### src/design/lzd2_pkg.sv
// Shared types and constants for the level-2 LZ77 decompressor.
// No dependencies; imported by every module of the block.
package lzd2_pkg;

  // Parser phase of the compressed stream
  typedef enum logic [2:0] {
    PH_FIRST,
    PH_CTRL,
    PH_LIT,
    PH_LEN,
    PH_CODE,
    PH_FARHI,
    PH_FARLO,
    PH_COPY
  } lzd2_phase_e;

  // Sticky error codes
  localparam logic [2:0] ERR_NONE   = 3'd0;
  localparam logic [2:0] ERR_REF    = 3'd1;
  localparam logic [2:0] ERR_SIZE   = 3'd2;
  localparam logic [2:0] ERR_TRUNC  = 3'd3;
  localparam logic [2:0] ERR_OPCODE = 3'd4;

  // Item opcodes
  localparam logic OP_BYTE = 1'b0;
  localparam logic OP_COPY = 1'b1;

  // Register index (word address bit 2)
  localparam logic REG_OUTPUT_SIZE = 1'b0;

  // Token format constants
  localparam logic [2:0]  LEN_EXT    = 3'd6;        // length field that chains extra bytes
  localparam logic [7:0]  BYTE_ALL1  = 8'hFF;
  localparam logic [16:0] FAR_MARK   = 17'h01F00;   // distance high bits that flag far form
  localparam logic [16:0] FAR_BIAS   = 17'd8191;
  localparam logic [31:0] MATCH_BIAS = 32'd3;

  // Result word buffer depth
  localparam int unsigned OUTBUF_DEPTH = 3;

  typedef struct packed {
    logic       opcode;
    logic [7:0] in_byte;
    logic       in_last;
  } lzd2_in_t;

  typedef struct packed {
    logic       out_valid;
    logic [7:0] out_byte;
    logic       copy_pending;
    logic       done_res;
    logic [2:0] error;
  } lzd2_res_t;

  // Parser to history stage: everything but the copied byte value
  typedef struct packed {
    logic       out_valid;
    logic       from_hist;
    logic [7:0] lit_byte;
    logic       copy_pending;
    logic       done_res;
    logic [2:0] error;
  } lzd2_issue_t;

endpackage

### src/design/lzd2_outbuf.sv
// Result word buffer between the history stage and the output channel.
// Depends on lzd2_pkg; depth OUTBUF_DEPTH words.
module lzd2_outbuf (
  input  logic                clk_i,
  input  logic                rst_ni,
  input  logic                push_i,
  input  lzd2_pkg::lzd2_res_t push_word_i,
  input  logic                stall_i,
  output logic                valid_o,
  output lzd2_pkg::lzd2_res_t word_o,
  output logic [1:0]          count_o
);
  import lzd2_pkg::*;

  lzd2_res_t  buf_q [OUTBUF_DEPTH];
  logic [1:0] wr_q, rd_q, cnt_q;
  logic       pop;

  assign pop     = (cnt_q != 2'd0) && !stall_i;
  assign valid_o = cnt_q != 2'd0;
  assign word_o  = buf_q[rd_q];
  assign count_o = cnt_q;

  always_ff @(posedge clk_i) begin
    if (push_i) buf_q[wr_q] <= push_word_i;
  end

  // Pointers and fill count
  always_ff @(posedge clk_i or negedge rst_ni) begin
    if (!rst_ni) begin
      wr_q  <= '0;
      rd_q  <= '0;
      cnt_q <= '0;
    end else begin
      if (push_i) wr_q <= (wr_q == 2'(OUTBUF_DEPTH - 1)) ? 2'd0 : wr_q + 2'd1;
      if (pop)    rd_q <= (rd_q == 2'(OUTBUF_DEPTH - 1)) ? 2'd0 : rd_q + 2'd1;
      case ({push_i, pop})
        2'b10:   cnt_q <= cnt_q + 2'd1;
        2'b01:   cnt_q <= cnt_q - 2'd1;
        default: cnt_q <= cnt_q;
      endcase
    end
  end

endmodule

### config.mk
export PLATFORM = sky130hd
export DESIGN_NAME = lzd2_outbuf
export DESIGN_NICKNAME = d
export VERILOG_FILES = /design/src/design/lzd2_pkg.sv /design/src/design/lzd2_outbuf.sv
export SDC_FILE = /design/constraint.sdc
export NUM_CORES = 1
export LEC_CHECK = 0
export ABC_CLOCK_PERIOD_IN_PS = 1800
export BUFFER_PORTS_ARGS = -buffer_cell sky130_fd_sc_hd__buf_2
export CAP_MARGIN = 10
export CORE_AREA = 2 2 64 66
export CTS_BUF_LIST = sky130_fd_sc_hd__clkbuf_2
export CTS_CLUSTER_SIZE = 8
export DETAILED_ROUTE_END_ITERATION = 10
export DIE_AREA = 0 0 66 68
export GPL_ROUTABILITY_DRIVEN = 0
export PLACE_DENSITY = 0.83
export SLEW_MARGIN = 0
export SYNTH_ARGS = -nofsm -noshare
export SYNTH_HDL_FRONTEND = slang
export SYNTH_SLANG_ARGS = --single-unit
### constraint.sdc
create_clock -name clk_i -period 1.8 [get_ports clk_i]
set_clock_uncertainty 0.1 [all_clocks]
set_input_delay 0.09 -clock clk_i [delete_from_list [all_inputs] [get_ports clk_i]]
set_output_delay 0.09 -clock clk_i [all_outputs]
set_load 0.01 [all_outputs]
Word level (Yosys, flattened, before mapping):

Memories as Yosys holds them, arrays and structs flattened.
Index checks and enable logic that the tools add are counted.

* memories kept: 1
* latch bits: 0
* output and inout bits: 17
* bits in registers: 6
* bits in writable memories: 42
* ROM bits: 0

Memories
* buf_q: words 3, bits a word 14, rd ports 1, clocked after Yosys merged registers in 0, wr ports 1, RTL line lzd2_outbuf.sv:15 `lzd2_res_t buf_q [OUTBUF_DEPTH];`

* magnitude comparators: 0
* multipliers: 0
* equality and inequality tests: 4
* add/subtract/negate cells: 4
* divide/modulo/power cells: 0
* reduce and logical (&&, ||, !) cells: 4
* multiplexer cells: 5
* bitwise operators: 0
* shifts and indexed selects: 0

Operators with widths (number)
* 2-bit by 1-bit adder with 2-bit output, second input constant: 3
* 2-bit == test, second input constant: 3
* 2-bit 2-to-1 mux: 2
* 2-bit case mux with 2 select lines: 1
* 2-bit nonzero test: 2
* 2-bit by 1-bit == test with 1-bit output, second input constant: 1
* 1-bit 2-to-1 mux: 2
* 2-bit by 1-bit subtractor with 2-bit output, second input constant: 1
* 1-bit logical AND: 1
* 1-bit logical NOT: 1

Depth between registers and ports, before layout:

Gate-level depths: netlist (run 1).

* depth in word-level cells: 4
* gate-level depth with buffers: 5
* gate-level depth less buffers: 5

Worst setup path before layout (run 1):

No wires, ideal clock.

* path kind: register to register
* start: register wr_q[0]
* end: memory buf_q[2][0] (netlist name), enable pin
* path slack: -0.218 ns
* stages on the path, launching flop included: 2
* arrival: 1.512 ns
* path buffers: 0
* cells stage by stage: dfrtp_1 nor3b_1

RTL lines
* start, declared: RTL line lzd2_outbuf.sv:16 `logic [1:0] wr_q, rd_q, cnt_q;`
* start signal, assigned: RTL line lzd2_outbuf.sv:35 `if (push_i) wr_q <= (wr_q == 2'(OUTBUF_DEPTH - 1)) ? 2'd0 : wr_q + 2'd1;`
* end, declared: RTL line lzd2_outbuf.sv:15

Straight into the memory's write port.

==> results of run 1 <==
## cell type report
class / count / area, um^2 / share of cell area, %
Sequential cell: 48 / 1410 / 59.0
Timing Repair Buffer: 61 / 418 / 17.5
Multi-Input combinational cell: 59 / 405 / 17.0
Tap cell: 50 / 62.6 / 2.62
Clock inverter: 2 / 60.1 / 2.51
Clock buffer: 6 / 30.0 / 1.26
Inverter: 1 / 3.75 / 0.157
## cell usage in the layout (no fill, tap or decap)
| cell | instances |
|---|---|
| sky130_fd_sc_hd__or2_2 | 1 |
| sky130_fd_sc_hd__bufinv_16 | 2 |
| sky130_fd_sc_hd__xnor2_1 | 2 |
| sky130_fd_sc_hd__a21o_1 | 2 |
| sky130_fd_sc_hd__ha_1 | 1 |
| sky130_fd_sc_hd__dlygate4sd3_1 | 18 |
| sky130_fd_sc_hd__clkbuf_2 | 6 |
| sky130_fd_sc_hd__buf_4 | 9 |
| sky130_fd_sc_hd__edfxtp_1 | 42 |
| sky130_fd_sc_hd__nor2_1 | 3 |
| sky130_fd_sc_hd__nor3b_2 | 1 |
| sky130_fd_sc_hd__xor2_1 | 1 |
| sky130_fd_sc_hd__o21ai_0 | 7 |
| sky130_fd_sc_hd__o21ai_1 | 7 |
| sky130_fd_sc_hd__nand2_1 | 16 |
| sky130_fd_sc_hd__o21ba_4 | 1 |
| sky130_fd_sc_hd__buf_2 | 34 |
| sky130_fd_sc_hd__inv_1 | 1 |
| sky130_fd_sc_hd__dfrtp_1 | 6 |
| sky130_fd_sc_hd__nor3_2 | 1 |
| sky130_fd_sc_hd__mux2_4 | 1 |
| sky130_fd_sc_hd__mux2i_1 | 15 |
## worst register-to-register path, cell delays in order (launching register included)
cell	delay, ns
sky130_fd_sc_hd__dfrtp_1	0.49
sky130_fd_sc_hd__o21ba_4	0.26
sky130_fd_sc_hd__ha_1	0.31
sky130_fd_sc_hd__nor2_1	0.14
sky130_fd_sc_hd__xor2_1	0.15
## sequential cells by signal, summed over array words and instances, names as in the netlist
| name | flops |
|---|---|
| rd_q | 2 |
| buf_q | 42 |
| count_o | 2 |
| wr_q | 2 |
## worst max path at each step
stage / endpoint / from / cells past startpoint / slack, ns
2_1_floorplan: buf_q[1][0] / wr_q[0] / 2 / 0.22
5_1_grt: word_o[1] / rd_q[0] / 4 / 0.001
6_report: word_o[0] / rd_q[0] / 4 / 0.12
4_1_cts: word_o[0] / rd_q[0] / 4 / 0.08
3_3_place_gp: count_o[1] / count_o[0] / 4 / 0.39
3_5_place_dp: count_o[1] / count_o[0] / 4 / 0.34
## power breakdown
| group | total [uW] | internal (uW) | switching (uW) |
|---|---|---|---|
| Sequential | 1540 | 1440 | 100 |
| Combinational | 1130 | 519 | 611 |
| Clock | 699 | 380 | 319 |
| Total | 3370 | 2340 | 1030 |
## metal layers
metal / vias to the layer above / GRT usage, % / share of wire [%]
li1: 545 / - / -
met5: - / 0 / 0
met4: 0 / 3.83 / 0.31
met1: 542 / 18.0 / 40
met3: 2 / 5.26 / 4.9
met2: 30 / 27.5 / 54
## kinds of logic after synthesis
kind of cell    count (synthesis)
fa+ha+maj                       1
flops                          48
mux                            16
xor+xnor                        3
buf+inv                         6
simple gates                   22
compound gates                 17
## what timing repair did
| item | in CTS | in global routing |
|---|---|---|
| hold endpoints to repair | 52 | 0 |
| buffers inserted | 0 | 0 |
| hold buffers | 18 | 0 |
## per-stage QoR
step / util [%] / setup slack [ns] / cell area, um^2 / total power [uW] / hold slack [ns]
2_1_floorplan: - / 0.220 / 1870 / 2310 / -0.306
3_3_place_gp: 55.0 / 0.389 / 2120 / 2630 / -0.184
3_5_place_dp: 55.0 / 0.340 / 2120 / 2690 / -0.173
4_1_cts: 62.0 / 0.0819 / 2390 / 3420 / 0.264
5_1_grt: 62.0 / 0.00130 / 2390 / 3560 / 0.269
6_report: 62.0 / 0.125 / 2390 / 3370 / 0.302
==> out/metrics.sh, run 1 <==
RUN_STATUS='finished clean'
ADDER_CELL_AREA_SHARE_OF_THE_YOSYS_NETLIST_PCT=0.674
R2R_CELLS=4
REPORT.FINAL.SLEW_VIOL_COUNT=0
YOSYSSEQAREASHARE_PCT=76.0
VDD.IR_DROP.WORST_mV=0.836
WORSTHOLDSTART='push_word_i[11]'
SETUP_TNS_NS=0
VIAS_PER_CELL=4.93
GRT_PASS1_VIAS=1096
MIN_PATH_TYPE='in -> reg'
BUFFER_PORTS.INSERTED=34
SYNTH_COMPOUND_GATE_AREA_SHARE_PCT=5.46
ANTENNA_VIOLATIONS_BEFORE_REPAIR=0
H-TREE-DEPTH=2
WORST-PATH-BUF-INV=2
FF2FF_SETUP_SLACK_NS=0.30
PLACEABLECOREAREA_UM2=3860
SYN_NETS=132
WORST_EP_REQUIRED_TIME_NS=1.61
CLK_ROOT_BUFFER_CELL='sky130_fd_sc_hd__clkbuf_2'
GRT_USAGE_PCT=15.4
NETLIST-CELL-TYPE-COUNT=21
DESIGN.DIE.AREA_UM2=4490
IO_PINS=35
DIE_W_UM=66
CRIT_PATH_TOP_DELAY_CELL='sky130_fd_sc_hd__dfrtp_1'
SLEW_HEADROOM_PCT=79.9
DETAILROUTE.VIA_COUNT=1119
POST-ROUTE-PERIOD-UTIL_PCT=93.1
FIRST_PASS_ITERS=4
PATH_CLK_SLEW_NS=0.23
YS_TOP_CELLS_BY_COUNT='sky130_fd_sc_hd__edfxtp_1 (42), sky130_fd_sc_hd__nand2_1 (16), sky130_fd_sc_hd__mux2i_1 (15), sky130_fd_sc_hd__o21ai_0 (7), sky130_fd_sc_hd__o21ai_1 (7)'
CP.ARRIVAL_NS=1.49
PATH_DELAY_FAMILY='flip-flops'
NUMPLACEDINSTANCES=201
GRT_PASS1_WL_UM=4980
HOLD_VIOL_FINAL=0
YS_FF_LATCH=48
CP_MAX_STAGE_DELAY_NS=0.43
CTSRESIZECOUNT=0
DPL.HPWL_UM=2210
GRT_SETUP_UNREPAIRED='no'
ASYNCSETRESETFLOPFRACSYNTH_PCT=12.5
MAX_CLOCK_FREQ_MHz=597
FINALSETUPVIOLATIONS=0
POWER-PER-CELL-AREA_nW_PER_UM2=1410
SYNTH.TOP_CELLS.BY_AREA='sky130_fd_sc_hd__edfxtp_1 (68%), sky130_fd_sc_hd__dfrtp_1 (8.1%), sky130_fd_sc_hd__mux2i_1 (8.1%)'
NETLIST_INSTANCES=113
POSTROUTEWIRELENGTH_UM=3240
SYNTH_XOR_XNOR_AREA_SHARE_PCT=1.42
NUM-NETS-FINAL=195
SYNTH_TOP_AREA_SHARE_PCT=67.9
CRITPATHKIND='reg -> out'
POSTROUTEANTENNANETS=0
CTS_TREE='built'
WORST_HOLD_PATH.ENDPOINT='buf_q[1][11]'
REGTOREGENDPOINT='count_o[1]'
NUMCTSBUFFERS=5
PATH_MAX_FANOUT=6
NUMBER_OF_STAGES_ON_THE_WORST_HOLD_PATH=2
FLOORPLAN.ROWS=23
SYNTH_EDF_COUNT=42
WORSTSKEWPAIRLATENCY_NS=0.39
MAXCAP_VIOL_COUNT=0
SYNTH.YOSYS.WARNINGS=0
ANTENNA_CELLS_INSERTED=0
SHORTEST_CLOCK_PERIOD_THE_WORST_PATH_ALLOWS_AFTER_LAYOUT_NS=1.68
P_LEAK_uW=0.000958
GRT_START_MAX_NET_PINS=17
CRIT_CHAIN='buf_4 -> mux2i_1 -> o21ai_0 -> buf_2'
MUXSHAREOFSYNTHAREA_PCT=8.89
AVGSYNTHCELLAREA_UM2=16.4
SYNTH_TOP_FAMILY_BY_AREA='multiplexers'
YOSYS.AREA_SHARE.SIMPLE_PCT=4.85
RR_STARTPOINT='count_o[0]'
YOSYS.CELL_COUNT.TOP_TYPE='sky130_fd_sc_hd__edfxtp_1'
WIRE_PER_INST_UM=14.3
SYN_AREA_UM2=1860
FINALNONFILLERCELLS=227
FLOORPLAN.DIE.HEIGHT_UM=68
NFILLCELLS=317
NUMCLOCKSINKS=48
CTS_BUFFER_DEPTH=2
INITIAL_UTILIZATION_PCT=48.2
CRITICAL_PATH.STARTPOINT_TYPE='register'
SYNTH-MAIN-FF-CELL='sky130_fd_sc_hd__edfxtp_1'
FLOW.AREA_GROWTH_FROM_SYNTHESIS_PCT=28.8
DRT_DRC_VIOLATIONS_LEFT=0
END_KIND='output port'
TIGHTESTPINTRANSITION_NS=0.301
DRT_ITER0_DRC=33
YOSYS.AREA.TOP_TYPE='sky130_fd_sc_hd__edfxtp_1'
GLOBALROUTE.TOTALOVERFLOW=0
POST_ROUTE_CELLS_DRIVE_ABOVE_1_SHARE_PCT=31.6
Note: power is estimated with default switching activity, not from simulation.
==> run 2: changes to the inputs <==
- ABC_AREA: not set -> 1
- CORE_AREA: 2 2 64 66 -> 2 2 65 67
- DIE_AREA: 0 0 66 68 -> 0 0 67 69
==> run 2 against run 1 <==
Compared with the run above: global-route usage up 1.9 points; via count up 12%; combinational power up 50%; synthesized cell count up 27%; sequential share of layout area down 2.5 points; die area up 3.0%; core utilization up 1.8 points; fmax down 1.4%; largest cell class unchanged.
==> out/metrics.sh, run 2 <==
RUN_STATUS='finished clean'
SHORTEST_CLOCK_PERIOD_THE_WORST_PATH_ALLOWS_AFTER_LAYOUT_NS=1.70  # +0.0246 ns
POSTROUTEANTENNANETS=0  # unchanged
SYNTH.YOSYS.WARNINGS=0  # unchanged
NETLIST_INSTANCES=143  # +27%
P_LEAK_uW=0.00107  # +12%
CELLINTERNALPOWER_uW=2310  # -1.5%
POSTLAYOUTSETUPSLACKWORST_NS=0.100  # -0.0246 ns
CTS_BUFFER_DEPTH=2  # unchanged
POWER-PER-CELL-AREA_nW_PER_UM2=1480  # +4.6%
CRITICAL_PATH.STARTPOINT_TYPE='register'
REPORT.FINAL.SLEW_VIOL_COUNT=0  # unchanged
VIAS_PER_CELL=4.84  # -1.8%
DESIGN.DIE.AREA_UM2=4620  # +3.0%
FIN_WORST_HOLD_SLACK_NS=0.287  # -0.0153 ns
PRE_CTS_WS_NS=0.263  # -0.0762 ns
POST-ROUTE-PERIOD-UTIL_PCT=94.4  # +1.4 points
SYN_NETS=162  # +23%
GRT_PASS1_VIAS=1256  # +15%
RR_STARTPOINT='count_o[0]'
SYNTH-MAIN-FF-CELL='sky130_fd_sc_hd__edfxtp_1'
FIRST_PASS_ITERS=4  # unchanged
SLEW_HEADROOM_PCT=81.5  # +1.6 points
GRT.MET2_USAGE_PCT=28.5  # +0.97 points
CRIT_PATH_TOP_DELAY_CELL='sky130_fd_sc_hd__dfrtp_2'
CLK_ROOT_BUFFER_CELL='sky130_fd_sc_hd__clkbuf_2'
VDD.IR_DROP.WORST_mV=0.834  # -0.25%
SYNTH_EDF_COUNT=42  # unchanged
TIGHTESTPINTRANSITION_NS=0.277  # -0.0236 ns
POSTROUTEWIRELENGTH_UM=3700  # +14%
WORST_EP_REQUIRED_TIME_NS=1.61  # about the same
SYNTH_TOP_AREA_SHARE_PCT=65.1  # -2.9 points
CTS_TREE='built'
REGMOSTFLOPS='buf_q'
INITIAL_UTILIZATION_PCT=49.5  # +1.4 points
TOTAL_POWER_uW=3690  # +9.3%
TIMING.CRITICAL_PATH.DEPTH=5  # +1
GLOBALROUTE.TOTALOVERFLOW=0  # unchanged
GRT.MET1_USAGE_PCT=21.0  # +3.0 points
NUMCLOCKSINKS=48  # unchanged
POST_ROUTE_CELLS_DRIVE_ABOVE_1_SHARE_PCT=38.8  # +7.1 points
SETUP.WORST_PATH.END='word_o[7]'
CP.ARRIVAL_NS=1.51  # +0.02 ns
GRT_START_MAX_NET_PINS=16  # -1
SYNTH.TOP_CELLS.BY_AREA='sky130_fd_sc_hd__edfxtp_1 (65%), sky130_fd_sc_hd__nand2_1 (8.3%), sky130_fd_sc_hd__dfrtp_1 (7.7%)'
NETLIST-CELL-TYPE-COUNT=18  # -14%
YOSYSSEQAREASHARE_PCT=72.8  # -3.2 points
FINALSETUPVIOLATIONS=0  # unchanged
END_KIND='output port'
GRT_USE_MET3_PCT=5.06  # -0.21 points
REGTOREGENDPOINT='count_o[1]'
POWER.CLOCK.FRACTION_PCT=11.5  # -9.2 points
DPL.HPWL_UM=2260  # +2.2%
GRT_USAGE_PCT=17.3  # +1.9 points
SEQ_POWER_SHARE_PCT=42.5  # -3.3 points
FLOW.AREA_GROWTH_FROM_SYNTHESIS_PCT=28.9
YOSYS.CELL_COUNT.TOP_TYPE='sky130_fd_sc_hd__nand2_1'
POWER.SHARE.SWITCHING_PCT=37.4  # +6.8 points
GRT.BUSIEST_LAYER='met2'
WORST-PATH-BUF-INV=2  # unchanged
PATH_CLK_SLEW_NS=0.23  # about the same
MAXCAP_VIOL_COUNT=0  # unchanged
BUFFER_PORTS.INSERTED=34  # unchanged
PLACEABLECOREAREA_UM2=3910  # +1.5%
IO_PINS=35  # unchanged
DIE_W_UM=67  # +1.5%
NET-SWITCHING-POWER_uW=1380  # +34%
H-TREE-DEPTH=2  # unchanged
YS_FF_LATCH=48  # unchanged
FLOORPLAN.DIE.HEIGHT_UM=69  # +1.5%
DRT_DRC_VIOLATIONS_LEFT=0  # unchanged
YOSYS.AREA.TOP_TYPE='sky130_fd_sc_hd__edfxtp_1'
R2R_CELLS=9  # +5
DETAILROUTE.VIA_COUNT=1254  # +12%
ASYNCSETRESETFLOPFRACSYNTH_PCT=12.5  # unchanged
ANTENNA_VIOLATIONS_BEFORE_REPAIR=0  # unchanged
YS_TOP_CELLS_BY_COUNT='sky130_fd_sc_hd__nand2_1 (43), sky130_fd_sc_hd__edfxtp_1 (42), sky130_fd_sc_hd__nand2_2 (11), sky130_fd_sc_hd__inv_1 (10), sky130_fd_sc_hd__nand3_2 (9)'
GRT_PASS1_WL_UM=5850  # +17%
ANTENNA_CELLS_INSERTED=0  # unchanged
MAX_CLOCK_FREQ_MHz=588  # -1.4%
NUM-NETS-FINAL=227  # +16%
PATH_MAX_FANOUT=5  # -1
WIRE_PER_INST_UM=14.3  # +0.15%
WORSTSKEWPAIRLATENCY_NS=0.42  # +0.03 ns
PATH_DELAY_FAMILY='flip-flops'
NUMPLACEDINSTANCES=227  # +13%
COMB_POWER_SHARE_PCT=45.9  # +12 points
CP-STARTPOINT='rd_q[1]'
LARGEST_REG_FLOPS=42  # unchanged
CP_MAX_STAGE_DELAY_NS=0.53  # +0.10 ns
FF2FF_SETUP_SLACK_NS=0.23  # -0.07 ns
GRT_SETUP_UNREPAIRED='yes'
HOLD_VIOL_FINAL=0  # unchanged
AVGSYNTHCELLAREA_UM2=13.6  # -18%
DRT_ITER0_DRC=65  # +97%
SYN_AREA_UM2=1940  # +4.4%
MIN_PATH_TYPE='in -> reg'
CRITPATHKIND='reg -> out'
FLOORPLAN.ROWS=23  # unchanged
MOST-COMMON-LAYOUT-CELLS='sky130_fd_sc_hd__nand2_1 (42), sky130_fd_sc_hd__edfxtp_1 (42), sky130_fd_sc_hd__buf_2 (32)'
NUMCTSBUFFERS=5  # unchanged
NFILLCELLS=308  # -2.8%
CRIT_CHAIN='nor2_8 -> buf_4 -> nand2_2 -> nand3_2 -> buf_2'
FINALNONFILLERCELLS=259  # +14%
## run 2: layout make-up
class | instances | area [um^2] | area share (%)
clock buffers | 6 | 30.0 | 1.20
inverters | 12 | 45.0 | 1.80
multi-input cells | 79 | 457 | 18.3
repair buffers | 62 | 480 | 19.2
well taps | 50 | 62.6 | 2.50
clock inverters | 2 | 11.3 | 0.451
flip-flops and latches | 48 | 1410 | 56.5
## run 2: power by group through the flow
| stage | sequential [uW] | combinational [uW] | clock, uW |
|---|---|---|---|
| after floorplan | 1560 | 981 | 0 |
| after global placement | 1600 | 1290 | 0 |
| after detailed placement | 1610 | 1330 | 0 |
| after CTS | 1590 | 1510 | 431 |
| after global routing | 1590 | 1860 | 472 |
| final | 1570 | 1690 | 425 |
## run 2: logic make-up after synthesis
family | synth area share (%)
AND/OR/NAND/NOR | 20.8
flip-flops | 72.8
buffers and inverters | 4.78
AO/OA/AOI/OAI | 0.516
XOR/XNOR | 0.452
adder cells (fa/ha/maj) | 0.645
## run 2: how the worst min path moves through the flow
stage / to / cells past startpoint / startpoint
2_1_floorplan: count_o[0] / 0 / rst_ni
3_3_place_gp: count_o[1] / 1 / rst_ni
3_5_place_dp: count_o[1] / 1 / rst_ni
4_1_cts: buf_q[2][13] / 2 / push_word_i[13]
5_1_grt: buf_q[0][13] / 2 / push_word_i[13]
6_report: buf_q[2][13] / 2 / push_word_i[13]
## run 2: worst register-to-register path: cells and delay by family (launching register included)
kind | cells | cell delay [ns]
DFF | 1 | 0.47
adders and majority gates | 1 | 0.30
buffers and inverters | 3 | 0.24
and+or+nand+nor | 5 | 0.38
## run 2: per-stage QoR
step / setup TNS [ns] / utilization (%) / instance area [um^2]
global placement: 0 / 55.1 / 2160
floorplan: 0 / - / 1940
detailed placement: 0 / 55.1 / 2160
global route: -0.0256 / 63.8 / 2500
CTS: 0 / 62.1 / 2430
finish: 0 / 63.8 / 2500
## run 2: metal layers
| metal | vias to the layer above | share of wire, % |
|---|---|---|
| li1 | 614 | - |
| met1 | 603 | 41 |
| met2 | 32 | 54 |
| met3 | 5 | 4.4 |
| met4 | 0 | 1.5 |
| met5 | - | 0 |
## run 2: what timing repair did
action                     4_1_cts  5_1_grt
gates cloned                     0        1
hold endpoints to repair        52        0
pin swaps                        2        1
setup buffers                    3        2
hold buffers                    18        0
setup endpoints to repair       14       14
resized for setup                1        6
