--- config.mk ---
export PLATFORM = sky130hd
export DESIGN_NAME = lzd2_parser
export DESIGN_NICKNAME = d
export VERILOG_FILES = /design/src/design/lzd2_pkg.sv /design/src/design/lzd2_parser.sv
export SDC_FILE = /design/constraint.sdc
export NUM_CORES = 1
export LEC_CHECK = 0
export ABC_AREA = 1
export BUFFER_PORTS_ARGS = -buffer_cell sky130_fd_sc_hd__clkbuf_2
export CORE_MARGIN = 2
export CORE_UTILIZATION = 30
export CTS_BUF_LIST = sky130_fd_sc_hd__clkbuf_8 sky130_fd_sc_hd__clkbuf_16
export DETAILED_ROUTE_END_ITERATION = 8
export PLACE_DENSITY = 0.46
export SYNTH_ARGS = -nofsm -noshare
export SYNTH_HDL_FRONTEND = slang
export SYNTH_SLANG_ARGS = --single-unit
--- constraint.sdc ---
create_clock -name clk_i -period 7.9 [get_ports clk_i]
set_input_delay 0.395 -clock clk_i [delete_from_list [all_inputs] [get_ports clk_i]]
set_output_delay 0.395 -clock clk_i [all_outputs]
set_load 0.05 [all_outputs]
--- src/design/lzd2_pkg.sv ---
// Shared types and constants for the level-2 LZ77 decompressor.
// No dependencies; imported by every module of the block.
package lzd2_pkg;

  // Parser phase of the compressed stream
  typedef enum logic [2:0] {
    PH_FIRST,
    PH_CTRL,
    PH_LIT,
    PH_LEN,
    PH_CODE,
    PH_FARHI,
    PH_FARLO,
    PH_COPY
  } lzd2_phase_e;

  // Sticky error codes
  localparam logic [2:0] ERR_NONE   = 3'd0;
  localparam logic [2:0] ERR_REF    = 3'd1;
  localparam logic [2:0] ERR_SIZE   = 3'd2;
  localparam logic [2:0] ERR_TRUNC  = 3'd3;
  localparam logic [2:0] ERR_OPCODE = 3'd4;

  // Item opcodes
  localparam logic OP_BYTE = 1'b0;
  localparam logic OP_COPY = 1'b1;

  // Register index (word address bit 2)
  localparam logic REG_OUTPUT_SIZE = 1'b0;

  // Token format constants
  localparam logic [2:0]  LEN_EXT    = 3'd6;        // length field that chains extra bytes
  localparam logic [7:0]  BYTE_ALL1  = 8'hFF;
  localparam logic [16:0] FAR_MARK   = 17'h01F00;   // distance high bits that flag far form
  localparam logic [16:0] FAR_BIAS   = 17'd8191;
  localparam logic [31:0] MATCH_BIAS = 32'd3;

  // Result word buffer depth
  localparam int unsigned OUTBUF_DEPTH = 3;

  typedef struct packed {
    logic       opcode;
    logic [7:0] in_byte;
    logic       in_last;
  } lzd2_in_t;

  typedef struct packed {
    logic       out_valid;
    logic [7:0] out_byte;
    logic       copy_pending;
    logic       done_res;
    logic [2:0] error;
  } lzd2_res_t;

  // Parser to history stage: everything but the copied byte value
  typedef struct packed {
    logic       out_valid;
    logic       from_hist;
    logic [7:0] lit_byte;
    logic       copy_pending;
    logic       done_res;
    logic [2:0] error;
  } lzd2_issue_t;

endpackage

--- src/design/lzd2_parser.sv ---
// Token parser: control state of the decompressor, one word per cycle while accept_i is high.
// Depends on lzd2_pkg; drives history read/write addresses for lzd2_history.
module lzd2_parser #(
  parameter int unsigned WINDOW_BYTES = 131072,
  localparam int unsigned AW = $clog2(WINDOW_BYTES)
) (
  input  logic                 clk_i,
  input  logic                 rst_ni,
  input  logic                 accept_i,
  input  lzd2_pkg::lzd2_in_t   in_word_i,
  input  logic [31:0]          output_size_i,
  output lzd2_pkg::lzd2_issue_t issue_o,
  output logic [AW-1:0]        rd_addr_o,
  output logic [AW-1:0]        wr_addr_o
);
  import lzd2_pkg::*;

  function automatic logic [31:0] sat_add(input logic [31:0] a, input logic [31:0] b);
    logic [32:0] s;
    s = {1'b0, a} + {1'b0, b};
    return s[32] ? 32'hFFFF_FFFF : s[31:0];
  endfunction

  lzd2_phase_e   phase_q, phase_d;
  logic [31:0]   bytes_q, bytes_d;
  logic [31:0]   len_q, len_d;
  logic [16:0]   dist_q, dist_d;
  logic [5:0]    lit_q, lit_d;
  logic [2:0]    err_q, err_d;
  logic          ended_q, ended_d;
  logic          done_q, done_d;
  logic [AW-1:0] ptr_q, ptr_d;

  logic          active;
  logic [7:0]    b;
  logic          last;
  logic [7:0]    c;
  logic [31:0]   bytes_inc;
  logic [AW-1:0] ptr_inc;
  logic [AW-1:0] dist_ext;
  logic [32:0]   lit_sum;
  logic [31:0]   len_b;
  logic [31:0]   len_3;
  logic [16:0]   near_dist;
  logic [16:0]   far_dist;
  logic [16:0]   chk_dist;
  logic [31:0]   chk_len;
  logic          chk_over;
  logic          chk_ref;
  logic          fin_ok;
  logic          out_vld;
  logic          from_hist;

  assign b    = in_word_i.in_byte;
  assign last = in_word_i.in_last;

  // Datapath terms shared by the phases
  always_comb begin
    active    = (err_q == ERR_NONE) && !done_q;
    c         = (phase_q == PH_FIRST) ? {3'b000, b[4:0]} : b;
    bytes_inc = bytes_q + 32'd1;
    ptr_inc   = (ptr_q == AW'(WINDOW_BYTES - 1)) ? '0 : ptr_q + AW'(1);
    lit_sum   = {1'b0, bytes_q} + 33'(c) + 33'd1;
    len_b     = sat_add(len_q, {24'b0, b});
    len_3     = sat_add(len_q, MATCH_BIAS);
    near_dist = dist_q + 17'(b) + 17'd1;
    far_dist  = {dist_q[16:8], b} + FAR_BIAS + 17'd1;
    chk_dist  = (phase_q == PH_FARLO) ? far_dist : near_dist;
    chk_len   = (phase_q == PH_CODE) ? len_3 : len_q;
    chk_over  = ({1'b0, bytes_q} + {1'b0, chk_len}) > {1'b0, output_size_i};
    chk_ref   = {15'b0, chk_dist} > bytes_q;
    fin_ok    = bytes_inc == output_size_i;
    dist_ext  = AW'(dist_q);
  end

  // Copy source in the circular window
  always_comb begin
    if (ptr_q >= dist_ext) begin
      rd_addr_o = ptr_q - dist_ext;
    end else begin
      rd_addr_o = ptr_q + AW'(WINDOW_BYTES) - dist_ext;
    end
  end

  assign wr_addr_o = ptr_q;

  // Next state of the parser
  always_comb begin
    phase_d   = phase_q;
    bytes_d   = bytes_q;
    len_d     = len_q;
    dist_d    = dist_q;
    lit_d     = lit_q;
    err_d     = err_q;
    ended_d   = ended_q;
    done_d    = done_q;
    ptr_d     = ptr_q;
    out_vld   = 1'b0;
    from_hist = 1'b0;
    if (active) begin
      if (phase_q == PH_COPY) begin
        if (in_word_i.opcode != OP_COPY) begin
          err_d = ERR_OPCODE;
        end else begin
          out_vld   = 1'b1;
          from_hist = 1'b1;
          bytes_d   = bytes_inc;
          ptr_d     = ptr_inc;
          len_d     = len_q - 32'd1;
          if (len_q == 32'd1) begin
            phase_d = PH_CTRL;
            if (ended_q) begin
              if (fin_ok) done_d = 1'b1;
              else        err_d  = ERR_TRUNC;
            end
          end
        end
      end else if (in_word_i.opcode != OP_BYTE) begin
        err_d = ERR_OPCODE;
      end else begin
        unique case (phase_q)
          PH_FIRST, PH_CTRL: begin
            if (c[7:5] == 3'b000) begin
              if (lit_sum > {1'b0, output_size_i}) begin
                err_d = ERR_SIZE;
              end else begin
                lit_d   = {1'b0, c[4:0]} + 6'd1;
                phase_d = PH_LIT;
              end
            end else begin
              len_d   = {29'b0, c[7:5] - 3'd1};
              dist_d  = {4'b0, c[4:0], 8'b0};
              phase_d = ((c[7:5] - 3'd1) == LEN_EXT) ? PH_LEN : PH_CODE;
            end
            if (last && (err_d == ERR_NONE)) err_d = ERR_TRUNC;
          end
          PH_LIT: begin
            out_vld = 1'b1;
            bytes_d = bytes_inc;
            ptr_d   = ptr_inc;
            lit_d   = lit_q - 6'd1;
            if (lit_q == 6'd1) begin
              phase_d = PH_CTRL;
              if (last) begin
                if (fin_ok) done_d = 1'b1;
                else        err_d  = ERR_TRUNC;
              end
            end else if (last) begin
              err_d = ERR_TRUNC;
            end
          end
          PH_LEN: begin
            len_d = len_b;
            if (b != BYTE_ALL1) phase_d = PH_CODE;
            if (last) err_d = ERR_TRUNC;
          end
          PH_CODE, PH_FARLO: begin
            len_d = chk_len;
            if ((phase_q == PH_CODE) && (b == BYTE_ALL1) && (dist_q == FAR_MARK)) begin
              phase_d = PH_FARHI;
              if (last) err_d = ERR_TRUNC;
            end else begin
              dist_d = chk_dist;
              if (chk_over) begin
                err_d = ERR_SIZE;
              end else if (chk_ref) begin
                err_d = ERR_REF;
              end else begin
                phase_d = PH_COPY;
                ended_d = last;
              end
            end
          end
          PH_FARHI: begin
            dist_d  = {1'b0, b, 8'b0};
            phase_d = PH_FARLO;
            if (last) err_d = ERR_TRUNC;
          end
          default: ;
        endcase
      end
    end
  end

  // Result fields known at accept time
  always_comb begin
    issue_o.out_valid    = out_vld;
    issue_o.from_hist    = from_hist;
    issue_o.lit_byte     = b;
    issue_o.copy_pending = (err_d == ERR_NONE) && !done_d && (phase_d == PH_COPY);
    issue_o.done_res     = (err_d == ERR_NONE) && done_d;
    issue_o.error        = err_d;
  end

  always_ff @(posedge clk_i or negedge rst_ni) begin
    if (!rst_ni) begin
      phase_q <= PH_FIRST;
      bytes_q <= '0;
      len_q   <= '0;
      dist_q  <= '0;
      lit_q   <= '0;
      err_q   <= ERR_NONE;
      ended_q <= 1'b0;
      done_q  <= 1'b0;
      ptr_q   <= '0;
    end else if (accept_i) begin
      phase_q <= phase_d;
      bytes_q <= bytes_d;
      len_q   <= len_d;
      dist_q  <= dist_d;
      lit_q   <= lit_d;
      err_q   <= err_d;
      ended_q <= ended_d;
      done_q  <= done_d;
      ptr_q   <= ptr_d;
    end
  end

endmodule

* Word-level counts from Yosys, hierarchy flattened
Cells that the tools add are included.
** Cells by class
- Magnitude comparators :: 3
- Bitwise operators :: 5
- Reduce and logical (&&, ||, !) cells :: 26
- Multiplexer cells :: 77
- Add/sub/neg operators :: 16
- Equality and inequality tests :: 23
** Operators by type and width (count)
- $mux 32 :: 11
- $mux 17 :: 8
- $mux 3 :: 33
- $pmux 32 s3 :: 1
- $add 32x8->33 :: 2
- $gt 33x32->1 :: 2
- $add 17x1->17 const B :: 3
- $pmux 17 s3 :: 1
- $add 32x2->33 const B :: 1
- $add 32x32->33 :: 1
- $add 33x1->33 const B :: 1
- $add 32x1->32 const B :: 1
- $eq 32x1->1 const B :: 1
- $eq 32x32->1 :: 1
- $gt 17x32->1 :: 1
- $sub 32x1->32 const B :: 1
- $eq 3x3->1 const B :: 6
- $add 17x13->17 const B :: 1
- $add 17x8->17 :: 1
- $eq 17x13->1 const B :: 1
- $eq 17x17->1 const B :: 1
- $mux 1 :: 17
- $sub 17x17->17 :: 1
- $logic_not 3->1 :: 5
- other kinds (27) :: 48
** Storage, ports and cells
- Bits in registers :: 112

* Depth between registers and ports, before layout
Gate-level depths: netlist of run 1.
- Word-level depth :: 21
- Mapped depth :: 48
- Depth with buffers taken out :: 47

* Least setup slack after synthesis of run 1
No wires, ideal clock.
- Path type :: register -> output
- Start :: register len_q[5]
- End :: output port issue_o[3] (netlist bit)
- Buffers on the path :: 2
- Setup slack :: 1194 ps
- Stages on the path, launching flop included :: 42
- Arrival time :: 6311 ps
- Cell sequence :: dfrtp_1 clkbuf_1 inv_1 nor4_1 nand2_1 nor2_1 inv_1 nor2_1 nand2_1 clkbuf_1 nand2_1 ha_1 a21oi_1 nand2_1 a21boi_0 o21ai_1 a21oi_1 o21ai_1 (+6 left out) xor2_1 ha_1 nand2_1 nor4_1 nand2_1 nand2_1 nand2_1 nand4_1 nand2_1 nand3_1 nand2_1 nand3_1 nand2_1 nand3_1 nand2_1 nor2_1 nand2_1 nor2_1
** RTL lines
- from (decl) :: line lzd2_parser.sv:26 : logic [31:0] len_q, len_d;
- from (signal assigned) :: line lzd2_parser.sv:209 : len_q <= len_d;
- to (decl) :: line lzd2_parser.sv:12 : output lzd2_pkg::lzd2_issue_t issue_o,

==> results.cfg, run 1 <==
[critical_path]
cp-end-kind = primary output
critPathMaxStageDelay_ns = 0.45
critPathRequiredTime_ns = 7.51
r2r-end = phase_q[1]
worstSetupPathType = register to primary output
worstPathArrival_ns = 6.82
startpoint_type = register
cp_max_fo = 11
reg2reg_slack_ns = 1.83
slowest_stage = dfrtp_1
cpMostUsedCell = nand2_1
rr_startpoint = len_q[0]
ff2ff_path_depth = 40

[route]
dr.pass1.iters = 6
vias_per_cell = 5.204
drc_errors = 0
vias = 16760
wl_mm = 61.78
ant_nets = 0
drt_iter0_drc = 1450
routedWlPerCell_microns = 19.19

[clock_network]
htreeDepth = 3
cts-buffers-inserted = 9
clock_latency_ns = 0.41
cts.path.max_buffers = 2
cts_tree = built
cts.clk_slew.worst_paths_ns = 0.10
root_buffer = clkbuf_16
cts.sinks = 112

[synth]
synth_edf_count = 0
yosys_warnings = 0
ys.flop_type = dfrtp_1
syn-instance-count = 2477
avgSynthCellArea_sq_um = 6.316
syn_area_sq_um = 15640
synth_top_area_frac = 0.1792
ys_async_sr_fraction = 1.000
syn-num-nets = 2698
ys_ff_latch = 112
yosys.cell_types.count = 59
synth_area_leaders = dfrtp_1, ha_1, nand2_1, inv_1, xor2_1
yosysSeqAreaShare = 0.1792
yosysTopAreaCell = dfrtp_1

[grt]
grt_pass1_vias = 16040
groute.usage.overall = 0.2297
antenna_found_initial = 0
grt_max_degree = 58
grt-ovfl-total = 0
grt_pass1_wl_mm = 94.90

[sta]
min_period_over_period = 0.9138
hold_violations = 0
slew_viol_final = 0
setup_viol = 0
finalWorstPathRequiredPeriod_ns = 7.219
relSlewSlack = 0.2757
worst-slew-pin-transition_ns = 1.078
clock.fmax_ghz = 0.1385
finClkSkew_ns = 0.01551

[die]
num_rows = 83
die_y_microns = 232.4
die_area_sq_um = 53990
coreArea_sq_um = 51410
initial_core_util = 0.3043
die_x_microns = 232.4
ios = 94

[placement]
placed_cell_area_sq_um = 16790
dp_hpwl_mm = 49.52
place_inst = 3200
io_buffers = 93
globalplace.congestion = 0.9465

[power_and_ir_drop]
cellLeakagePower_nw = 8.239
switching_power_mw = 0.8830
ir_drop_mv = 0.1086
power.density_nw_per_um2 = 114.3
switching_share = 0.4470
pwr-share-comb = 0.402
intPower_mw = 1.092
p_clk_frac = 0.270
seq_power_share = 0.329

[min_path]
whs_path_depth = 2
hp-class = input port to register
min_from = accept_i
hold_end = phase_q[1]

[final_layout]
design_area_sq_um = 17280
fin_nets = 2756
syn_to_final_growth_pct = 10.43
diodes = 0
fin_cells = 3220
drive_gt1_frac = 0.08504

[status]
status = finished, final reports clean

[job]
drv_cap = 0
## through the flow
stage / util / total power, mW / worst slack [ns] / TNS, ns / hold WS [ns]
6_report: 0.3361 / 1.975 / 0.6813 / 0 / 0.2499
5_1_grt: 0.3361 / 2.122 / -0.0009157 / -0.0009157 / 0.2508
4_1_cts: 0.3331 / 1.988 / 0.02971 / 0 / 0.2311
3_5_place_dp: 0.3265 / 1.437 / 0.4004 / 0 / 0.4400
3_3_place_gp: 0.3265 / 1.432 / 0.4226 / 0 / 0.4463
2_1_floorplan: - / 1.200 / 1.194 / 0 / 0.09941
## worst max-delay path: cells and delay by family, from the launching register on
kind | cells | cell delay [ns]
AO/OA/AOI/OAI | 8 | 1.34
XOR/XNOR | 1 | 0.09
adder cells (fa/ha/maj) | 3 | 0.85
buffers and inverters | 6 | 0.98
flip-flops | 1 | 0.45
AND/OR/NAND/NOR | 23 | 2.70
## cells in the final DEF, fill, tap and decap left out, types with 22 or more instances in the layout
cell	netlist	final
ha_1	171	171
nor3_1	61	57
o21ai_0	172	170
a21oi_1	188	185
nor2_1	247	242
xor2_1	110	110
inv_1	358	358
xnor2_1	22	22
nand3_1	166	166
nor2_2	18	22
nand4_1	46	46
clkbuf_2	0	90
nand2_1	539	537
dfrtp_1	112	107
## routing by layer
metal	GRT usage	part of all wire	wire length, microns	vias to the layer above
li1	-	-	-	8338
met4	0.05329	0.018	1129	0
met2	0.3965	0.48	29780	450
met1	0.3036	0.45	27870	7909
met3	0.02750	0.048	2990	60
met5	0	0	0	-
## timing repair
action | CTS | global route
cloned | 0 | 0
setup buffers | 0 | 3
pin swaps | 0 | 1
gates resized for setup | 2 | 37
setup endpoints to repair | 2 | 5
hold endpoints to repair | 15 | 0
hold buffers | 1 | 0
## worst max path at each step
stage,start,endpoint,slack (ns),cells past startpoint
floorplan,len_q[5],issue_o[3],1.19,41
global placement,phase_q[0],issue_o[4],0.42,37
CTS,len_q[21],issue_o[4],0.03,41
finish,len_q[0],issue_o[4],0.68,41
global route,len_q[0],issue_o[3],-0.0009,43
detailed placement,len_q[21],issue_o[4],0.40,38
## power groups by stage
stage | clock, mW | sequential [mW] | combinational, mW
after CTS | 0.556 | 0.649 | 0.783
final | 0.533 | 0.649 | 0.794
after detailed placement | 0 | 0.660 | 0.777
after floorplan | 0 | 0.640 | 0.560
after global routing | 0.570 | 0.653 | 0.900
after global placement | 0 | 0.660 | 0.772
## synthesized netlist by cell type, drive strengths merged, types with 4 or more instances
cell	n
nand2	548
buf	20
and2	4
xor2	111
fa	5
inv	370
a21o	4
nor2	275
o21ai	182
a21boi	4
a21oi	188
a211oi	9
o211ai	17
nand4	47
nand3	170
nand3b	6
o22ai	10
ha	171
nor4	23
o21bai	7
dfrtp	112
o31ai	8
xnor2	22
clkbuf	41
a31oi	19
nor3	65
a2111oi	5
a32oi	5
## flip-flops by register name, summed over array words and instances, names as in the netlist
register,cells
bytes_q,32
err_q,3
phase_q,3
wr_addr_o,17
done_q,1
len_q,32
lit_q,6
dist_ext,17
ended_q,1
## area by class of cell
class / instances / area, sq um
Inverter: 371 / 1393
Multi-Input combinational cell: 1933 / 11310
Clock buffer: 9 / 225.2
Clock inverter: 7 / 92.59
Sequential cell: 112 / 2809
Timing Repair Buffer: 108 / 591.8
Fill cell: 5696 / 34130
Tap cell: 680 / 850.8
## kinds of logic (layout without fill, tap and decap cells)
kind of cell / after synthesis / in the layout / synth area share
AND/OR/NAND/NOR: 1142 / 1142 / 0.3204
flip-flops: 112 / 112 / 0.1792
XOR/XNOR: 136 / 136 / 0.07926
multiplexers: 1 / 1 / 0.0006399
buffers and inverters: 432 / 495 / 0.1069
adder cells (fa/ha/maj): 176 / 176 / 0.1432
AO/OA/AOI/OAI: 478 / 478 / 0.1704
No activity file was read; power rests on OpenSTA's default activity.
==> inputs of run 2 (changes only) <==
--- a/config.mk
+++ b/config.mk
@@ -7,11 +7,12 @@
 export LEC_CHECK = 0
 export ABC_AREA = 1
 export BUFFER_PORTS_ARGS = -buffer_cell sky130_fd_sc_hd__clkbuf_2
+export CAP_MARGIN = 20
 export CORE_MARGIN = 2
-export CORE_UTILIZATION = 30
+export CORE_UTILIZATION = 35
 export CTS_BUF_LIST = sky130_fd_sc_hd__clkbuf_8 sky130_fd_sc_hd__clkbuf_16
 export DETAILED_ROUTE_END_ITERATION = 8
-export PLACE_DENSITY = 0.46
+export PLACE_DENSITY = 0.52
 export SYNTH_ARGS = -nofsm -noshare
 export SYNTH_HDL_FRONTEND = slang
 export SYNTH_SLANG_ARGS = --single-unit
==> results.cfg, run 2 (synthesis gave the netlist of run 1 again) <==
[status]
status = finished, final reports clean

[critical_path]
worstSetupPathType = register to primary output
cp_max_fo = 11
worstPathArrival_ns = 6.89
r2r-end = phase_q[1]
slowest_stage = dfrtp_1
critPathRequiredTime_ns = 7.51
startpoint_type = register
endpoint = issue_o[4]
critPathMaxStageDelay_ns = 0.41
cpMostUsedCell = nand2_1
cp-end-kind = primary output
ff2ff_path_depth = 40
crit_start = len_q[15]
rr_startpoint = len_q[15]
reg2reg_slack_ns = 1.74

[final_layout]
largestRegisters = bytes_q: 32 flops, len_q: 32 flops
multiInputGateArea_sq_um = 11260
fin_cells = 3134
drive_gt1_frac = 0.08222
final_cell_mix = nand2_1, inv_1, nor2_1
syn_to_final_growth_pct = 9.566
final.fill_count = 4885
fin_nets = 2758
diodes = 0
regArea_sq_um = 2809
final_common_cell = nand2_1

[placement]
dp_slack_ns = 0.5237
globalplace.congestion = 0.9390
place_inst = 3114
io_buffers = 93
dp_hpwl_mm = 48.50

[power_and_ir_drop]
ir_drop_mv = 0.09672
power.density_nw_per_um2 = 115.9
cellLeakagePower_nw = 8.254
power.total_mw = 1.987

[route]
wl_mm = 60.14
routedWlPerCell_microns = 19.19
dr.pass1.iters = 6
drc_errors = 0
ant_nets = 0
vias_per_cell = 5.370
drt_iter0_drc = 1421
vias = 16830

[sta]
timing.hold.ws_ns = 0.2189
clock.fmax_ghz = 0.1373
worst-slew-pin-transition_ns = 1.011
slew_viol_final = 0
setup_viol = 0
fin_ws_ns = 0.6171
hold_violations = 0
finClkSkew_ns = 0.01633
relSlewSlack = 0.3253
finalWorstPathRequiredPeriod_ns = 7.283
min_period_over_period = 0.9219

[job]
drv_cap = 0

[clock_network]
cts.sinks = 112
cts.clk_slew.worst_paths_ns = 0.10
clock_latency_ns = 0.43
cts_tree = built
cts-buffers-inserted = 9
htreeDepth = 3
cts.path.max_buffers = 2
root_buffer = clkbuf_16

[die]
initial_core_util = 0.3545
ios = 94
die_area_sq_um = 46400
die_y_microns = 215.4
num_rows = 77
coreArea_sq_um = 44120
die_x_microns = 215.4

[grt]
grt_pass1_vias = 15960
grt_pass1_wl_mm = 92.55
grt_max_degree = 63
groute.usage.overall = 0.2576
antenna_found_initial = 0
grt-ovfl-total = 0

[min_path]
hp-class = input port to register
min_from = accept_i
run 2: how the worst min path moves through the flow:
stage               slack, ns  cells past startpoint    endpoint
CTS                      0.01                      1   len_q[29]
global placement         0.46                      1   len_q[29]
detailed placement       0.46                      1   len_q[29]
finish                   0.22                      2  phase_q[1]
global route             0.22                      2  phase_q[1]
floorplan                 0.1                      0  bytes_q[0]
run 2: power breakdown:
group / switching (mW) / internal, mW / leakage (nW)
logic: 0.524 / 0.271 / 6.86
clock network: 0.312 / 0.234 / 0.156
registers: 0.0525 / 0.594 / 1.24
run 2: layout make-up:
class                           instances  area share
Multi-Input combinational cell       1933      0.6570
Sequential cell                       112      0.1639
Inverter                              371     0.08125
Tap cell                              592     0.04321
Timing Repair Buffer                  110     0.03562
Clock buffer                            9     0.01314
Clock inverter                          7    0.005913
run 2: layer usage:
layer  wire length (microns)  vias up  global-route usage  share of wire
li1                        -     8363                   -              -
met1                   26960     7890              0.3400           0.45
met2                   28580      496              0.4356           0.48
met3                    2965       80             0.03256          0.049
met4                    1637        0             0.08368          0.027
met5                       0        -                   0              0
run 2: worst max-delay path, delay by kind of cell (launching register included):
family                     cells  cell delay [ns]
adders and majority gates      2             0.60
DFF                            1             0.41
buffers and inverters          5             0.90
and+or+nand+nor               25             3.08
AOI/OAI and AO/OA              9             1.48
run 2: stage by stage:
stage,setup TNS (ns),util,area [sq um]
final,0,0.3884,17140
after floorplan,0,-,15640
after CTS,0,0.3857,17020
after detailed placement,0,0.3783,16690
after global placement,0,0.3781,16680
after global routing,-0.07274,0.3884,17140
run 2: repair_timing:
item                                   in CTS  in global routing
setup buffers                               0                  2
endpoints found under the hold margin       0                  2
setup endpoints to repair                   0                  5
resized for setup                           0                 26
hold buffers                                0                  1
==> inputs of run 3 (changes only) <==
--- a/config.mk
+++ b/config.mk
@@ -9,10 +9,10 @@
 export BUFFER_PORTS_ARGS = -buffer_cell sky130_fd_sc_hd__clkbuf_2
 export CAP_MARGIN = 20
 export CORE_MARGIN = 2
-export CORE_UTILIZATION = 35
+export CORE_UTILIZATION = 54
 export CTS_BUF_LIST = sky130_fd_sc_hd__clkbuf_8 sky130_fd_sc_hd__clkbuf_16
 export DETAILED_ROUTE_END_ITERATION = 8
-export PLACE_DENSITY = 0.52
+export PLACE_DENSITY = 0.72
 export SYNTH_ARGS = -nofsm -noshare
 export SYNTH_HDL_FRONTEND = slang
 export SYNTH_SLANG_ARGS = --single-unit
==> results.cfg, run 3 (synthesis gave the netlist of run 1 again) <==
[sta]
clock.fmax_ghz = 0.1353
relSlewSlack = 0.2900
tns_ns = 0
finalWorstPathRequiredPeriod_ns = 7.392
finClkSkew_ns = 0.01904
worst-slew-pin-transition_ns = 1.055
hold_violations = 0
slew_viol_final = 0
min_period_over_period = 0.9357
setup_viol = 0

[clock_network]
cts.clk_slew.worst_paths_ns = 0.10
cts.sinks = 112
clock_latency_ns = 0.41
cts.path.max_buffers = 2
cts_tree = built
holdBufCountCts = 0
root_buffer = clkbuf_16
htreeDepth = 3
cts-buffers-inserted = 9

[route]
met1_length_mm = 22.42
routedWlPerCell_microns = 18.63
drt_iter0_drc = 1526
drc_errors = 0
vias = 17230
wl_met2_mm = 25.04
wl_mm = 54.39
wl_met3_mm = 4.357
maxUsedRoutingLayer = met5
dr.pass1.iters = 6
ant_nets = 0
vias_per_cell = 5.903

[die]
coreArea_sq_um = 28630
die_y_microns = 174.2
ios = 94
die_area_sq_um = 30350
die_x_microns = 174.2
num_rows = 62
initial_core_util = 0.5465

[grt]
antenna_found_initial = 1
grt_max_degree = 66
grt-ovfl-total = 0
grt_pass1_vias = 16320
grt_pass1_wl_mm = 85.45
groute.usage.overall = 0.3557

[placement]
globalplace.congestion = 1.021
io_buffers = 93
dp_hpwl_mm = 43.28

[job]
drv_cap = 0

[power_and_ir_drop]
seq_power_share = 0.331
pwr-share-comb = 0.400
intPower_mw = 1.089
p_clk_frac = 0.268
power.density_nw_per_um2 = 115.8
switching_power_mw = 0.8563
cellLeakagePower_nw = 8.208
switching_share = 0.4401
ir_drop_mv = 0.1357

[final_layout]
final_common_cell = nand2_1
largestRegisters = bytes_q: 32 flops, len_q: 32 flops
fin_nets = 2751
syn_to_final_growth_pct = 7.414
drive_gt1_frac = 0.08087
final_cell_mix = nand2_1, inv_1, nor2_1
diodes = 0
final_util = 0.5870

[critical_path]
worstPathArrival_ns = 7.00
startpoint_type = register
critPathRequiredTime_ns = 7.51
cp-end-kind = primary output
cpMostUsedCell = nand2_1
rr_startpoint = len_q[0]
crit_start = len_q[0]
critPathMaxStageDelay_ns = 0.47
slowest_stage = dfrtp_1
cp_max_fo = 6
worstSetupPathType = register to primary output

[status]
status = finished, final reports clean

[min_path]
hp-class = input port to asynchronous set/reset pin
==> run 3: final cells by class <==
| class | count | area [sq um] |
|---|---|---|
| well taps | 384 | 480.5 |
| repair buffers | 103 | 548.0 |
| clock buffers | 9 | 225.2 |
| clock inverters | 7 | 83.83 |
| flip-flops and latches | 112 | 2808 |
| fillers | 2897 | 11820 |
| inverters | 371 | 1393 |
| multi-input cells | 1933 | 11270 |
==> run 3: layer usage <==
layer,vias to the layer above,track usage
met3,161,0.07940
met1,8000,0.4421
met4,2,0.1635
li1,8362,-
met2,705,0.5875
met5,-,0
==> run 3: power by group through the flow <==
stage | registers, mW | clock network (mW) | logic, mW
global placement | 0.654 | 0 | 0.741
detailed placement | 0.654 | 0 | 0.757
floorplan | 0.640 | 0 | 0.560
global route | 0.648 | 0.546 | 0.877
CTS | 0.643 | 0.526 | 0.763
finish | 0.645 | 0.522 | 0.779
==> run 3: path summary, 6_finish.rpt <==
| kind | endpoint | slack [ns] | depth (start not counted) |
|---|---|---|---|
| hold / removal | bytes_q[26] | 0.03 | 1 |
| hold reg to reg | ended_q | 0.55 | 2 |
| setup / recovery | issue_o[3] | 0.51 | 44 |
| max in group asynchronous | err_q[0] | 6.48 | 2 |
| setup reg to reg | phase_q[1] | 1.62 | 41 |
| min in group clk_i | phase_q[1] | 0.19 | 2 |
==> run 3: worst max-delay path: cells and delay by family (launching register included) <==
family,cells,cell delay (ns)
buffers and inverters,5,0.69
AO/OA/AOI/OAI,7,1.15
flip-flops,1,0.47
AND/OR/NAND/NOR,29,3.34
adder cells (fa/ha/maj),3,0.93
==> run 3: repair_timing <==
item | 4_1_cts | 5_1_grt
pin swaps | 0 | 2
gates resized for setup | 3 | 23
setup buffers | 0 | 3
setup endpoints to repair | 2 | 5
==> run 3: through the flow <==
| stage | setup slack, ns | hold WS, ns | cell area [sq um] | power, mW | instances |
|---|---|---|---|---|---|
| 2_1_floorplan | 1.194 | 0.09941 | 15640 | 1.200 | 2477 |
| 3_3_place_gp | 0.5687 | 0.4850 | 16390 | 1.395 | 2900 |
| 3_5_place_dp | 0.3945 | 0.4892 | 16390 | 1.411 | 2900 |
| 4_1_cts | 0.08424 | 0.05825 | 16710 | 1.932 | 2916 |
| 5_1_grt | -0.02146 | 0.09356 | 16800 | 2.071 | 2919 |
| 6_report | 0.5080 | 0.02873 | 16800 | 1.945 | 2919 |
